`src/assert_macros.svh`:
```
// ----------------------------------------------------------------------------
// assertion macros
// shared property wrappers for the heap rtl
// ----------------------------------------------------------------------------
`ifndef ASSERT_MACROS_SVH
`define ASSERT_MACROS_SVH

// property holds at every clock edge outside reset
`define ASSERT_ALWAYS(label, clk, rst_n, prop, msg) \
	label: assert property (@(posedge clk) disable iff (!rst_n) (prop)) else $error(msg);

// antecedent implies consequent in the same cycle
`define ASSERT_IMPLY(label, clk, rst_n, ante, cons, msg) \
	label: assert property (@(posedge clk) disable iff (!rst_n) (ante) |-> (cons)) \
		else $error(msg);

`endif

```
`src/ipheap_pkg.sv`:
```
// ----------------------------------------------------------------------------
// ipheap_pkg
// types, constants and codes of the indexed priority heap
// ----------------------------------------------------------------------------
`default_nettype none

package ipheap_pkg;

	localparam int JOB_SLOTS = 64;
	localparam int JOB_W     = 6;
	localparam int HANDLES   = 2 ** JOB_W;
	localparam int POS_W     = $clog2(JOB_SLOTS);
	localparam int CNT_W     = POS_W + 1;
	localparam int PRIO_W    = 8;
	localparam int RUN_W     = 32;
	localparam int KEY_W     = PRIO_W + RUN_W;

	typedef struct packed {
		logic [PRIO_W-1:0] prio;
		logic [RUN_W-1:0]  run;
	} key_t;

	typedef enum logic {
		OP_PUSH   = 1'b0,
		OP_REMOVE = 1'b1
	} op_t;

	typedef enum logic [1:0] {
		STAT_OK         = 2'd0,
		STAT_QUEUED     = 2'd1,
		STAT_NOT_QUEUED = 2'd2
	} status_t;

	typedef enum logic [3:0] {
		S_IDLE,
		S_RM_RD,
		S_RM_KEY,
		S_UP_TEST,
		S_UP_HEAP,
		S_UP_CMP,
		S_DN_TEST,
		S_DN_HA,
		S_DN_KA,
		S_DN_HB,
		S_DN_KB,
		S_DN_CMP,
		S_DONE
	} state_t;

endpackage

`default_nettype wire

```
`src/indexed_priority_heap_top.sv`:
```
// ----------------------------------------------------------------------------
// indexed_priority_heap_top
// indexed binary heap of job handles with push and remove by handle
// ----------------------------------------------------------------------------
// One item at a time, from the accepting edge to the result item. A push
// climbs the heap level by level until it reaches the root or a compare
// stops it. A remove fetches the last entry and its key, climbs like a push,
// then sinks level by level until it has no child or a compare stops it. A
// remove of the last entry skips both walks, and a rejected item goes straight
// to the result. The pace is set by the single compare unit and the registered
// read of the heap and key memories, one access per step. The result item is
// registered; a new item is taken once it has been sent.
`default_nettype none

module indexed_priority_heap_top (
	input  wire logic        clk,
	input  wire logic        arst_n,
	input  wire logic        s_axis_tvalid,
	output logic             s_axis_tready,
	input  wire logic [47:0] s_axis_tdata,  // job, priority_req, run_at, zero fill
	input  wire logic        s_axis_tuser,  // operation
	output logic             m_axis_tvalid,
	input  wire logic        m_axis_tready,
	output logic      [15:0] m_axis_tdata,  // top_valid, top_job, count, zero fill
	output logic      [1:0]  m_axis_tuser   // status
);

	`include "assert_macros.svh"

	localparam int JOB_W = ipheap_pkg::JOB_W;
	localparam int POS_W = ipheap_pkg::POS_W;
	localparam int CNT_W = ipheap_pkg::CNT_W;

	ipheap_pkg::state_t state_q, state_nx;

	logic [ipheap_pkg::HANDLES-1:0] queued_q;
	logic [CNT_W-1:0]               size_q;
	logic                           out_valid_q;
	ipheap_pkg::status_t            status_q;
	logic [JOB_W-1:0]               top_q;
	ipheap_pkg::op_t                op_q;
	logic [JOB_W-1:0]               j_job_q;
	ipheap_pkg::key_t               j_key_q;
	logic [POS_W-1:0]               pos_q;
	logic [POS_W-1:0]               c_pos_q;
	logic [JOB_W-1:0]               c_job_q;
	ipheap_pkg::key_t               c_key_q;
	logic [JOB_W-1:0]               b_job_q;

	logic                 accept;
	ipheap_pkg::op_t      in_op;
	logic [JOB_W-1:0]     in_job;
	ipheap_pkg::key_t     in_key;
	logic                 push_ok;
	logic [CNT_W-1:0]     kid;
	logic [CNT_W-1:0]     kid2;
	logic [POS_W-1:0]     parent;

	logic                 heap_we;
	logic [POS_W-1:0]     heap_waddr;
	logic [JOB_W-1:0]     heap_wdata;
	logic [POS_W-1:0]     heap_raddr;
	logic [JOB_W-1:0]     heap_rd;
	logic                 pos_we;
	logic [JOB_W-1:0]     pos_waddr;
	logic [POS_W-1:0]     pos_wdata;
	logic [POS_W-1:0]     pos_rd;
	logic                 key_we;
	logic [JOB_W-1:0]     key_raddr;
	ipheap_pkg::key_t     key_rd;

	ipheap_pkg::key_t     cmp_a_key, cmp_b_key;
	logic [JOB_W-1:0]     cmp_a_job, cmp_b_job;
	logic                 prec;

	assign in_op      = ipheap_pkg::op_t'(s_axis_tuser);
	assign in_job     = s_axis_tdata[5:0];
	assign in_key     = {s_axis_tdata[13:6], s_axis_tdata[45:14]};
	assign s_axis_tready = (state_q == ipheap_pkg::S_IDLE) && !out_valid_q;
	assign accept     = s_axis_tvalid && s_axis_tready;
	assign push_ok    = !queued_q[in_job] && (size_q != CNT_W'(ipheap_pkg::JOB_SLOTS));
	assign kid        = {pos_q, 1'b1};
	assign kid2       = kid + CNT_W'(1);
	assign parent     = (pos_q - POS_W'(1)) >> 1;

	ipheap_ram #(.WIDTH(JOB_W), .DEPTH(ipheap_pkg::JOB_SLOTS)) u_heap_ram (
		.clk   (clk),
		.we    (heap_we),
		.waddr (heap_waddr),
		.wdata (heap_wdata),
		.raddr (heap_raddr),
		.rdata (heap_rd)
	);

	ipheap_ram #(.WIDTH(POS_W), .DEPTH(ipheap_pkg::HANDLES)) u_pos_ram (
		.clk   (clk),
		.we    (pos_we),
		.waddr (pos_waddr),
		.wdata (pos_wdata),
		.raddr (in_job),
		.rdata (pos_rd)
	);

	ipheap_ram #(.WIDTH(ipheap_pkg::KEY_W), .DEPTH(ipheap_pkg::HANDLES)) u_key_ram (
		.clk   (clk),
		.we    (key_we),
		.waddr (in_job),
		.wdata (in_key),
		.raddr (key_raddr),
		.rdata (key_rd)
	);

	ipheap_cmp u_cmp (
		.a_key   (cmp_a_key),
		.a_job   (cmp_a_job),
		.b_key   (cmp_b_key),
		.b_job   (cmp_b_job),
		.a_first (prec)
	);

	// compare operand select
	always_comb begin
		cmp_a_key = c_key_q;
		cmp_a_job = c_job_q;
		cmp_b_key = j_key_q;
		cmp_b_job = j_job_q;
		if (state_q == ipheap_pkg::S_UP_CMP) begin
			cmp_a_key = j_key_q;
			cmp_a_job = j_job_q;
			cmp_b_key = key_rd;
			cmp_b_job = c_job_q;
		end else if (state_q == ipheap_pkg::S_DN_KB) begin
			cmp_a_key = key_rd;
			cmp_a_job = b_job_q;
			cmp_b_key = c_key_q;
			cmp_b_job = c_job_q;
		end
	end

	// next state
	always_comb begin
		state_nx = state_q;
		unique case (state_q)
			ipheap_pkg::S_IDLE: begin
				if (accept) begin
					if (in_op == ipheap_pkg::OP_PUSH) begin
						state_nx = push_ok ? ipheap_pkg::S_UP_TEST : ipheap_pkg::S_IDLE;
					end else begin
						state_nx = queued_q[in_job] ? ipheap_pkg::S_RM_RD : ipheap_pkg::S_IDLE;
					end
				end
			end
			ipheap_pkg::S_RM_RD: begin
				state_nx = (heap_rd == j_job_q) ? ipheap_pkg::S_DONE : ipheap_pkg::S_RM_KEY;
			end
			ipheap_pkg::S_RM_KEY: state_nx = ipheap_pkg::S_UP_TEST;
			ipheap_pkg::S_UP_TEST: begin
				if (pos_q != '0) begin
					state_nx = ipheap_pkg::S_UP_HEAP;
				end else begin
					state_nx = (op_q == ipheap_pkg::OP_PUSH) ? ipheap_pkg::S_DONE
						: ipheap_pkg::S_DN_TEST;
				end
			end
			ipheap_pkg::S_UP_HEAP: state_nx = ipheap_pkg::S_UP_CMP;
			ipheap_pkg::S_UP_CMP: begin
				if (prec) begin
					state_nx = ipheap_pkg::S_UP_TEST;
				end else begin
					state_nx = (op_q == ipheap_pkg::OP_PUSH) ? ipheap_pkg::S_DONE
						: ipheap_pkg::S_DN_TEST;
				end
			end
			ipheap_pkg::S_DN_TEST: begin
				state_nx = (kid >= size_q) ? ipheap_pkg::S_DONE : ipheap_pkg::S_DN_HA;
			end
			ipheap_pkg::S_DN_HA: state_nx = ipheap_pkg::S_DN_KA;
			ipheap_pkg::S_DN_KA: begin
				state_nx = (kid2 < size_q) ? ipheap_pkg::S_DN_HB : ipheap_pkg::S_DN_CMP;
			end
			ipheap_pkg::S_DN_HB: state_nx = ipheap_pkg::S_DN_KB;
			ipheap_pkg::S_DN_KB: state_nx = ipheap_pkg::S_DN_CMP;
			ipheap_pkg::S_DN_CMP: begin
				state_nx = prec ? ipheap_pkg::S_DN_TEST : ipheap_pkg::S_DONE;
			end
			ipheap_pkg::S_DONE: state_nx = ipheap_pkg::S_IDLE;
			default: state_nx = ipheap_pkg::S_IDLE;
		endcase
	end

	// memory controls
	always_comb begin
		heap_we    = 1'b0;
		heap_waddr = pos_q;
		heap_wdata = j_job_q;
		heap_raddr = POS_W'(size_q - CNT_W'(1));
		pos_we     = 1'b0;
		pos_waddr  = j_job_q;
		pos_wdata  = pos_q;
		key_we     = 1'b0;
		key_raddr  = heap_rd;
		unique case (state_q) inside
			ipheap_pkg::S_IDLE: begin
				key_we = accept && (in_op == ipheap_pkg::OP_PUSH) && push_ok;
			end
			ipheap_pkg::S_UP_TEST: begin
				heap_raddr = parent;
				if (pos_q == '0 && op_q == ipheap_pkg::OP_PUSH) begin
					heap_we = 1'b1;
					pos_we  = 1'b1;
				end
			end
			ipheap_pkg::S_UP_CMP, ipheap_pkg::S_DN_CMP: begin
				if (prec) begin
					heap_we    = 1'b1;
					heap_wdata = c_job_q;
					pos_we     = 1'b1;
					pos_waddr  = c_job_q;
				end else if (state_q == ipheap_pkg::S_DN_CMP || op_q == ipheap_pkg::OP_PUSH) begin
					heap_we = 1'b1;
					pos_we  = 1'b1;
				end
			end
			ipheap_pkg::S_DN_TEST: begin
				heap_raddr = kid[POS_W-1:0];
				if (kid >= size_q) begin
					heap_we = 1'b1;
					pos_we  = 1'b1;
				end
			end
			ipheap_pkg::S_DN_KA: heap_raddr = kid2[POS_W-1:0];
			default: ;
		endcase
	end

	always_ff @(posedge clk or negedge arst_n) begin
		if (!arst_n) begin
			state_q     <= ipheap_pkg::S_IDLE;
			queued_q    <= '0;
			size_q      <= '0;
			out_valid_q <= 1'b0;
		end else begin
			state_q <= state_nx;
			if (out_valid_q && m_axis_tready) begin
				out_valid_q <= 1'b0;
			end
			if (accept) begin
				if (in_op == ipheap_pkg::OP_PUSH) begin
					if (push_ok) begin
						queued_q[in_job] <= 1'b1;
						size_q           <= size_q + CNT_W'(1);
					end else begin
						out_valid_q <= 1'b1;
					end
				end else if (queued_q[in_job]) begin
					queued_q[in_job] <= 1'b0;
					size_q           <= size_q - CNT_W'(1);
				end else begin
					out_valid_q <= 1'b1;
				end
			end
			if (state_q == ipheap_pkg::S_DONE) begin
				out_valid_q <= 1'b1;
			end
		end
	end

	always_ff @(posedge clk) begin
		if (heap_we && heap_waddr == '0) begin
			top_q <= heap_wdata;
		end
		case (state_q) inside
			ipheap_pkg::S_IDLE: begin
				if (accept) begin
					op_q    <= in_op;
					j_job_q <= in_job;
					j_key_q <= in_key;
					pos_q   <= size_q[POS_W-1:0];
					if (in_op == ipheap_pkg::OP_PUSH) begin
						status_q <= push_ok ? ipheap_pkg::STAT_OK : ipheap_pkg::STAT_QUEUED;
					end else begin
						status_q <= queued_q[in_job] ? ipheap_pkg::STAT_OK
							: ipheap_pkg::STAT_NOT_QUEUED;
					end
				end
			end
			ipheap_pkg::S_RM_RD: begin
				pos_q   <= pos_rd;
				j_job_q <= heap_rd;
			end
			ipheap_pkg::S_RM_KEY: j_key_q <= key_rd;
			ipheap_pkg::S_UP_TEST: c_pos_q <= parent;
			ipheap_pkg::S_UP_HEAP: c_job_q <= heap_rd;
			ipheap_pkg::S_UP_CMP, ipheap_pkg::S_DN_CMP: begin
				if (prec) begin
					pos_q <= c_pos_q;
				end
			end
			ipheap_pkg::S_DN_HA: begin
				c_job_q <= heap_rd;
				c_pos_q <= kid[POS_W-1:0];
			end
			ipheap_pkg::S_DN_KA: c_key_q <= key_rd;
			ipheap_pkg::S_DN_HB: b_job_q <= heap_rd;
			ipheap_pkg::S_DN_KB: begin
				if (prec) begin
					c_job_q <= b_job_q;
					c_key_q <= key_rd;
					c_pos_q <= kid2[POS_W-1:0];
				end
			end
			default: ;
		endcase
	end

	assign m_axis_tvalid = out_valid_q;
	assign m_axis_tuser  = status_q;
	assign m_axis_tdata  = {2'b00, size_q, (size_q != '0) ? top_q : JOB_W'(0),
		(size_q != '0)};

	`ASSERT_ALWAYS(a_count_matches, clk, arst_n, $countones(queued_q) == size_q,
		"queued count differs from heap size")
	`ASSERT_ALWAYS(a_size_bound, clk, arst_n, size_q <= CNT_W'(ipheap_pkg::JOB_SLOTS),
		"heap size beyond slots")
	`ASSERT_IMPLY(a_write_in_heap, clk, arst_n, heap_we, CNT_W'(heap_waddr) < size_q,
		"heap write outside live entries")
	`ASSERT_IMPLY(a_result_idle, clk, arst_n, $rose(out_valid_q),
		state_q == ipheap_pkg::S_IDLE, "result raised while sequencer busy")

endmodule

`default_nettype wire

```
`src/ipheap_ram.sv`:
```
// ----------------------------------------------------------------------------
// ipheap_ram
// generic single write, single read memory with registered read data
// ----------------------------------------------------------------------------
`default_nettype none

module ipheap_ram #(
	parameter int WIDTH = 8,
	parameter int DEPTH = 64
) (
	input  wire logic                     clk,
	input  wire logic                     we,
	input  wire logic [$clog2(DEPTH)-1:0] waddr,
	input  wire logic [WIDTH-1:0]         wdata,
	input  wire logic [$clog2(DEPTH)-1:0] raddr,
	output logic      [WIDTH-1:0]         rdata
);

	logic [WIDTH-1:0] mem_q [DEPTH];

	always_ff @(posedge clk) begin
		if (we) begin
			mem_q[waddr] <= wdata;
		end
		rdata <= mem_q[raddr];
	end

endmodule

`default_nettype wire

```
`src/ipheap_cmp.sv`:
```
// ----------------------------------------------------------------------------
// ipheap_cmp
// shared order compare: higher priority, then earlier run time, then lower job
// ----------------------------------------------------------------------------
`default_nettype none

module ipheap_cmp (
	input  wire ipheap_pkg::key_t               a_key,
	input  wire logic [ipheap_pkg::JOB_W-1:0]   a_job,
	input  wire ipheap_pkg::key_t               b_key,
	input  wire logic [ipheap_pkg::JOB_W-1:0]   b_job,
	output logic                                a_first
);

	localparam int ORD_W = ipheap_pkg::KEY_W + ipheap_pkg::JOB_W;

	logic [ORD_W-1:0] a_ord;
	logic [ORD_W-1:0] b_ord;

	assign a_ord   = {a_key.prio, ~a_key.run, ~a_job};
	assign b_ord   = {b_key.prio, ~b_key.run, ~b_job};
	assign a_first = a_ord > b_ord;

endmodule

`default_nettype wire

```
`config.mk`:
```
export PLATFORM = sky130hd
export DESIGN_NAME = indexed_priority_heap_top
export DESIGN_NICKNAME = d
export VERILOG_FILES = /design/src/ipheap_pkg.sv /design/src/indexed_priority_heap_top.sv /design/src/ipheap_ram.sv /design/src/ipheap_cmp.sv
export VERILOG_INCLUDE_DIRS = /design/src /design/src/src
export SDC_FILE = /design/constraint.sdc
export NUM_CORES = 2
export LEC_CHECK = 0
export BUFFER_PORTS_ARGS = -buffer_cell sky130_fd_sc_hd__buf_2
export CORE_ASPECT_RATIO = 0.9
export CORE_UTILIZATION = 50
export DETAILED_ROUTE_END_ITERATION = 7
export PLACE_DENSITY = 0.71
export SETUP_SLACK_MARGIN = 0.5
export SLEW_MARGIN = 15
export SYNTH_ARGS = -nofsm -noshare
export SYNTH_HDL_FRONTEND = slang
export SYNTH_SLANG_ARGS = --single-unit
```
`constraint.sdc`:
```
create_clock -name clk -period 11.8 [get_ports clk]
set_input_delay 1.77 -clock clk [delete_from_list [all_inputs] [get_ports clk]]
set_output_delay 1.77 -clock clk [all_outputs]
set_load 0.02 [all_outputs]
```
# Word-level counts from Yosys, hierarchy flattened
# Memory sizes are Yosys's and may differ from the RTL's. A register that Yosys moved wholly into a read port is not among the register bits.
# Cells that the tools add are included.
# W data, S select, Z words.
# totals
register_bits	195
latch_bits	0
ram_bits	3328
mem_bits_ro	0
in_bits	53
output_inout_bits	20
elab_cells	198
mem_count	3
# classes
addsub	4
multipliers	0
div	0
magnitude_cmp	5
eq_ne	28
shifts	0
n_mux	87
bitwise	17
reduce_logical	37
# memory_table
memory	depth	word_bits	rd	rd_ports_with_merged_regs	wr	line_no	text
u_key_ram.mem_q	64	40	1	1	1	ipheap_ram.sv:19	logic [WIDTH-1:0] mem_q [DEPTH];
u_heap_ram.mem_q	64	6	1	1	1	ipheap_ram.sv:19	
u_pos_ram.mem_q	64	6	1	1	1	ipheap_ram.sv:19	
# op_table
op	n
$mux W40	12
$mux W6	32
$mux W64	3
$and A64 B64 Y64	1
$not A32 Y32	2
$not A64 Y64	1
$or A64 B64 Y64	1
$pmux W4 S12	1
$gt A46 B46 Y1	1
$mux W4	7
$reduce_and A9 Y1	3
$mux W7	3
$ne A3 B3 Y1 const B	7
$eq A4 B4 Y1 const B	5
$mux W1	19
$pmux W6 S3	1
$reduce_bool A3 Y1	6
$eq A4 B3 Y1 const B	4
$add A7 B1 Y7 const B	2
$ne A2 B2 Y1 const B	6
$not A6 Y6	2
$mux W2	5
$not A1 Y1	10
$reduce_and A10 Y1	1
other kinds (27)	43

# Longest topological paths before layout
# depth
depth_word	13
depth_mapped	21
mapped_depth_nobuf	17

# Modules after synthesis
# A second synthesis with hierarchy kept.
# unflattened
cells_unflattened	6920
hier_area_um2	140991.5
# by_module_without_submodules
mod	instances	cells_each	area_per_inst_um2	seq_area_each_um2
ipheap_ram at u_key_ram	1	4195	97836.3	77674.5
ipheap_ram at u_heap_ram ...	2	720	15225.9	11651.2
indexed_priority_heap_top	1	1123	11504.8	5475.3
ipheap_cmp	1	162	1198.6	0.0

# Worst setup path before layout
# No wires, ideal clock.
# synth_path
kind	input-to-reg
start	input s_axis_tvalid
end	register j_key_q[0] (netlist bit), enable pin
setup_time_ns	0.653
arrival_ns	8.289
required_time_ns	11.147
slack_ns	2.858
stages	2
path_buffers	0
cell_sequence	nand2_1 a2111oi_0
# synth_via
elab_chain_len	3
# synth_lines
item	line_no	text
start: declaration	indexed_priority_heap_top.sv:18	input wire logic s_axis_tvalid,
$logic_and A1 B1 Y1	indexed_priority_heap_top.sv:80	assign accept = s_axis_tvalid && s_axis_tready;
$ne A2 B2 Y1 (no line)	n/a	
$reduce_and A3 Y1 (no line)	n/a	
end signal: assignment	indexed_priority_heap_top.sv:277	j_key_q <= in_key;
end signal: assignment	indexed_priority_heap_top.sv:291	ipheap_pkg::S_RM_KEY: j_key_q <= key_rd;
end: declaration	indexed_priority_heap_top.sv:43	ipheap_pkg::key_t j_key_q;
# No other way between the ends.
# A chain may end at the register's enable or synchronous reset.

# Worst setup path after layout
# layout_path
start	register state_q[2]
end	memory u_pos_ram.mem_q[26][5] (netlist bit), enable pin
# layout_via
elab_chain_len	9
word_cells_on_any_way	27
classes_between	1 x order compare; 5 x eq/ne; 15 x mux; 4 x bitwise; 2 x reduce/logical
# layout_lines
item	line_no	text
start: declaration	indexed_priority_heap_top.sv:34	ipheap_pkg::state_t state_q, state_nx;
start signal: assignment	indexed_priority_heap_top.sv:238	state_q <= ipheap_pkg::S_IDLE;
start signal: assignment	indexed_priority_heap_top.sv:243	state_q <= state_nx;
$eq A4 B4 Y1	indexed_priority_heap_top.sv:132	end else if (state_q == ipheap_pkg::S_DN_KB) begin
$mux W6 or $mux W40 (tied branches)	indexed_priority_heap_top.sv:132	
$mux W6 or $mux W40 (tied branches)	indexed_priority_heap_top.sv:127	if (state_q == ipheap_pkg::S_UP_CMP) begin
$not A6 Y6 (tied with other cells)	ipheap_cmp.sv:20	assign a_ord = {a_key.prio, ~a_key.run, ~a_job};
$gt A46 B46 Y1	ipheap_cmp.sv:22	assign a_first = a_ord > b_ord;
$mux W1	indexed_priority_heap_top.sv:214	if (prec) begin
$pmux W1 S3	indexed_priority_heap_top.sv:202	unique case (state_q) inside
$mux W1	ipheap_ram.sv:22	if (we) begin
$mux W1 (implied by the code)	ipheap_ram.sv:23	mem_q[waddr] <= wdata;
end: declaration	ipheap_ram.sv:19	
# Several ways; a longest one is shown, not always the timed one.

==> impl_metrics.json <==
{
  "wire_per_inst_um": 31.8,
  "fmax_ghz": 0.124,
  "synthDominantCellAreaShare_pct": 73.9,
  "antenna_found_initial": 19,
  "core_area_um2": 279000,
  "grt_start_max_net_pins": 135,
  "grt_pass1_wl_um": 497000,
  "cp_max_fo": 45,
  "layout.nets": 7045,
  "power_density_nw_per_um2": 230,
  "insertion_delay_ps": 920,
  "grt_pass1_vias": 69711,
  "final_common_cell": "edfxtp_1",
  "syn_inst": 6779,
  "fin_skew_ps": 57.8,
  "placementRows": 184,
  "cts_setup_buffers": 0,
  "status": "completed",
  "instances_no_fill": 10939,
  "path_clk_slew_ps": 70,
  "drive_gt1_share_pct": 24.9,
  "area_delta_synth_final_pct": 11.7,
  "rsz0062_at_grt": "false",
  "synth_edf_count": 3447,
  "critPathLaunchType": "register",
  "grt_usage_pct": 24.5,
  "power_leakage_nw": 49.5,
  "dr.pass1.iters": 6,
  "setup_tns_ps": 0,
  "async_reset_ff_share_pct": 2.13,
  "yosys-top-cells-area": "edfxtp_1, mux4_2, dfrtp_1, mux2i_1, a21oi_1",
  "drv_slew": 0,
  "fin_crit_ps": 8060,
  "clk_root_buffer_cell": "clkbuf_16",
  "slew_headroom_pct": 16.6,
  "synth.distinct_cells": 85,
  "crit_type": "register to register",
  "cts_tree": "built",
  "post-route-period-util_pct": 68.3,
  "dp_hpwl_um": 180000,
  "drc_errors": 0,
  "cap_violations": 0,
  "chipHeight_um": 504,
  "gp_congestion": 0.865,
  "cp.arrival_ps": 8580,
  "io_buffers": 68,
  "synthFlopType": "edfxtp_1",
  "die_area_um2": 282000,
  "via_count": 70704,
  "critical_path_required_ps": 12320,
  "grt_overflow_total": 0,
  "synth.avg_cell_area_um2": 20.7,
  "cts_htree_levels": 5,
  "io_pins": 73,
  "yosysWarnings": 0,
  "synth_top_cell_by_area": "edfxtp_1",
  "layout_common_cells": "edfxtp_1, mux4_2, clkbuf_16",
  "crit_path_end_kind": "register",
  "setup_viol": 0,
  "viasPerCell": 6.46,
  "cts-buffers-inserted": 344,
  "start_util_pct": 50.2,
  "ys_seq_area_share_pct": 76.0,
  "clkSinkCount": 3575,
  "hp-class": "register to register",
  "drt-initial-drc-count": 9804,
  "clock_path_buffers": 4,
  "cts_resized": 0,
  "ys_seq_elements": 3575,
  "die_w_um": 560,
  "finalHoldViolations": 0,
  "ir_drop_v": 0.000300,
  "cts_hold_buf": 0,
  "worstMarginPinSlew_ps": 1240,
  "drt-total-wl_um": 348000,
  "placed_cells": 10301,
  "syn_area_um2": 140000,
  "detail-route-antenna-nets": 0
}
-- metrics by stage --
stage	hold WS [ps]	setup WS, ps	total power [mW]	util, %	cell area (um2)
after floorplan	406	2860	22.3	-	140000
after global routing	503	3420	37.3	56.1	157000
after global placement	457	4070	25.1	52.1	145000
final	478	3740	36.0	56.1	157000
after CTS	490	3890	36.1	56.1	156000
after detailed placement	477	3910	25.3	52.1	145000
-- flip-flops by register name, summed over array words and instances (netlist names), named ones only --
register          cells
op_q                  1
u_key_ram.mem_q    2560
heap_waddr            6
c_job_q               6
c_key_q              40
u_heap_ram.mem_q    384
size_q                7
m_axis_tuser          2
u_key_ram.rdata      40
state_q               4
u_pos_ram.rdata       6
u_pos_ram.mem_q     384
c_pos_q               6
u_heap_ram.rdata      6
top_q                 6
j_job_q               6
m_axis_tvalid         1
b_job_q               6
j_key_q              40
-- critical path, stage by stage, from the launching register on --
cell     delay (ps)
dfrtp_1         900
nor2b_1         240
nand2_4         660
buf_4           720
mux2i_1         250
o21ai_0         100
ha_1            350
nand3_2         100
nor4_2          340
or4b_1          730
or3b_4          520
a21oi_4         880
mux2i_1         450
or2_0           860
nor2_1          400
-- metal layers --
metal  track usage, %  part of all wire (%)
met3             7.19                    12
met2             37.3                    47
met1             34.4                    39
met5                0                 0.040
met4             7.23                   3.1
-- report_power, final --
| group | internal (mW) | switching [mW] | leakage (nW) | total, mW |
|---|---|---|---|---|
| clock | 6.27 | 4.69 | 5.42 | 11.0 |
| combinational | 4.43 | 5.42 | 11.6 | 9.85 |
| sequential | 14.7 | 0.498 | 32.5 | 15.2 |
| total | 25.4 | 10.6 | 49.5 | 36.0 |
-- cell type report --
type,count,area [um2]
Inverter,22,82.6
Timing Repair Buffer,219,1590
Sequential cell,3575,106000
Clock inverter,181,1920
Fill cell,20168,122000
Antenna cell,8,20.0
Multi-Input combinational cell,2767,32600
Tap cell,3720,4650
Clock buffer,447,9240
-- kinds of logic (layout without fill, tap and decap cells) --
| family | count (synthesis) | in the layout | share of synthesized area, % |
|---|---|---|---|
| buffers and inverters | 438 | 869 | 1.23 |
| AND/OR/NAND/NOR | 869 | 869 | 2.94 |
| flip-flops | 3575 | 3575 | 76.0 |
| adder cells (fa/ha/maj) | 63 | 63 | 0.563 |
| other | 1 | 10 | 0.00268 |
| multiplexers | 1085 | 1085 | 15.7 |
| AO/OA/AOI/OAI | 728 | 728 | 3.43 |
| XOR/XNOR | 20 | 20 | 0.125 |
-- cells in the mapped netlist (all sizes together), types with 21 or more instances --
cell type  count
dfrtp         76
inv           21
nand2        232
edfxtp      3447
mux4         886
buf          122
ha            63
nand3        100
a22o          36
nor2         258
nand4         26
mux2          78
a211oi        48
nor2b         21
o21ai         83
clkbuf       294
dfxtp         52
and3          58
a22oi        131
nor3          78
mux2i        121
a221oi        43
a21oi        242
a31oi         44
-- final timing paths --
check	endpoint	slack [ps]	cells after the start	from
min in group asynchronous	m_axis_tvalid$_DFF_PN0_	690	1	arst_n
hold / removal	c_key_q[27]$_DFFE_PP_	480	0	u_key_ram.rdata[27]$_DFF_P_
max in group asynchronous	async pin	9940	2	arst_n
setup / recovery	u_pos_ram.mem_q[26][5]$_DFFE_PP_	3740	14	state_q[2]$_DFFE_PN0P_
hold reg to reg	c_key_q[27]$_DFFE_PP_	480	0	u_key_ram.rdata[27]$_DFF_P_
setup reg to reg	u_pos_ram.mem_q[26][5]$_DFFE_PP_	3740	14	state_q[2]$_DFFE_PN0P_
Power figures use the tool's default switching activity.
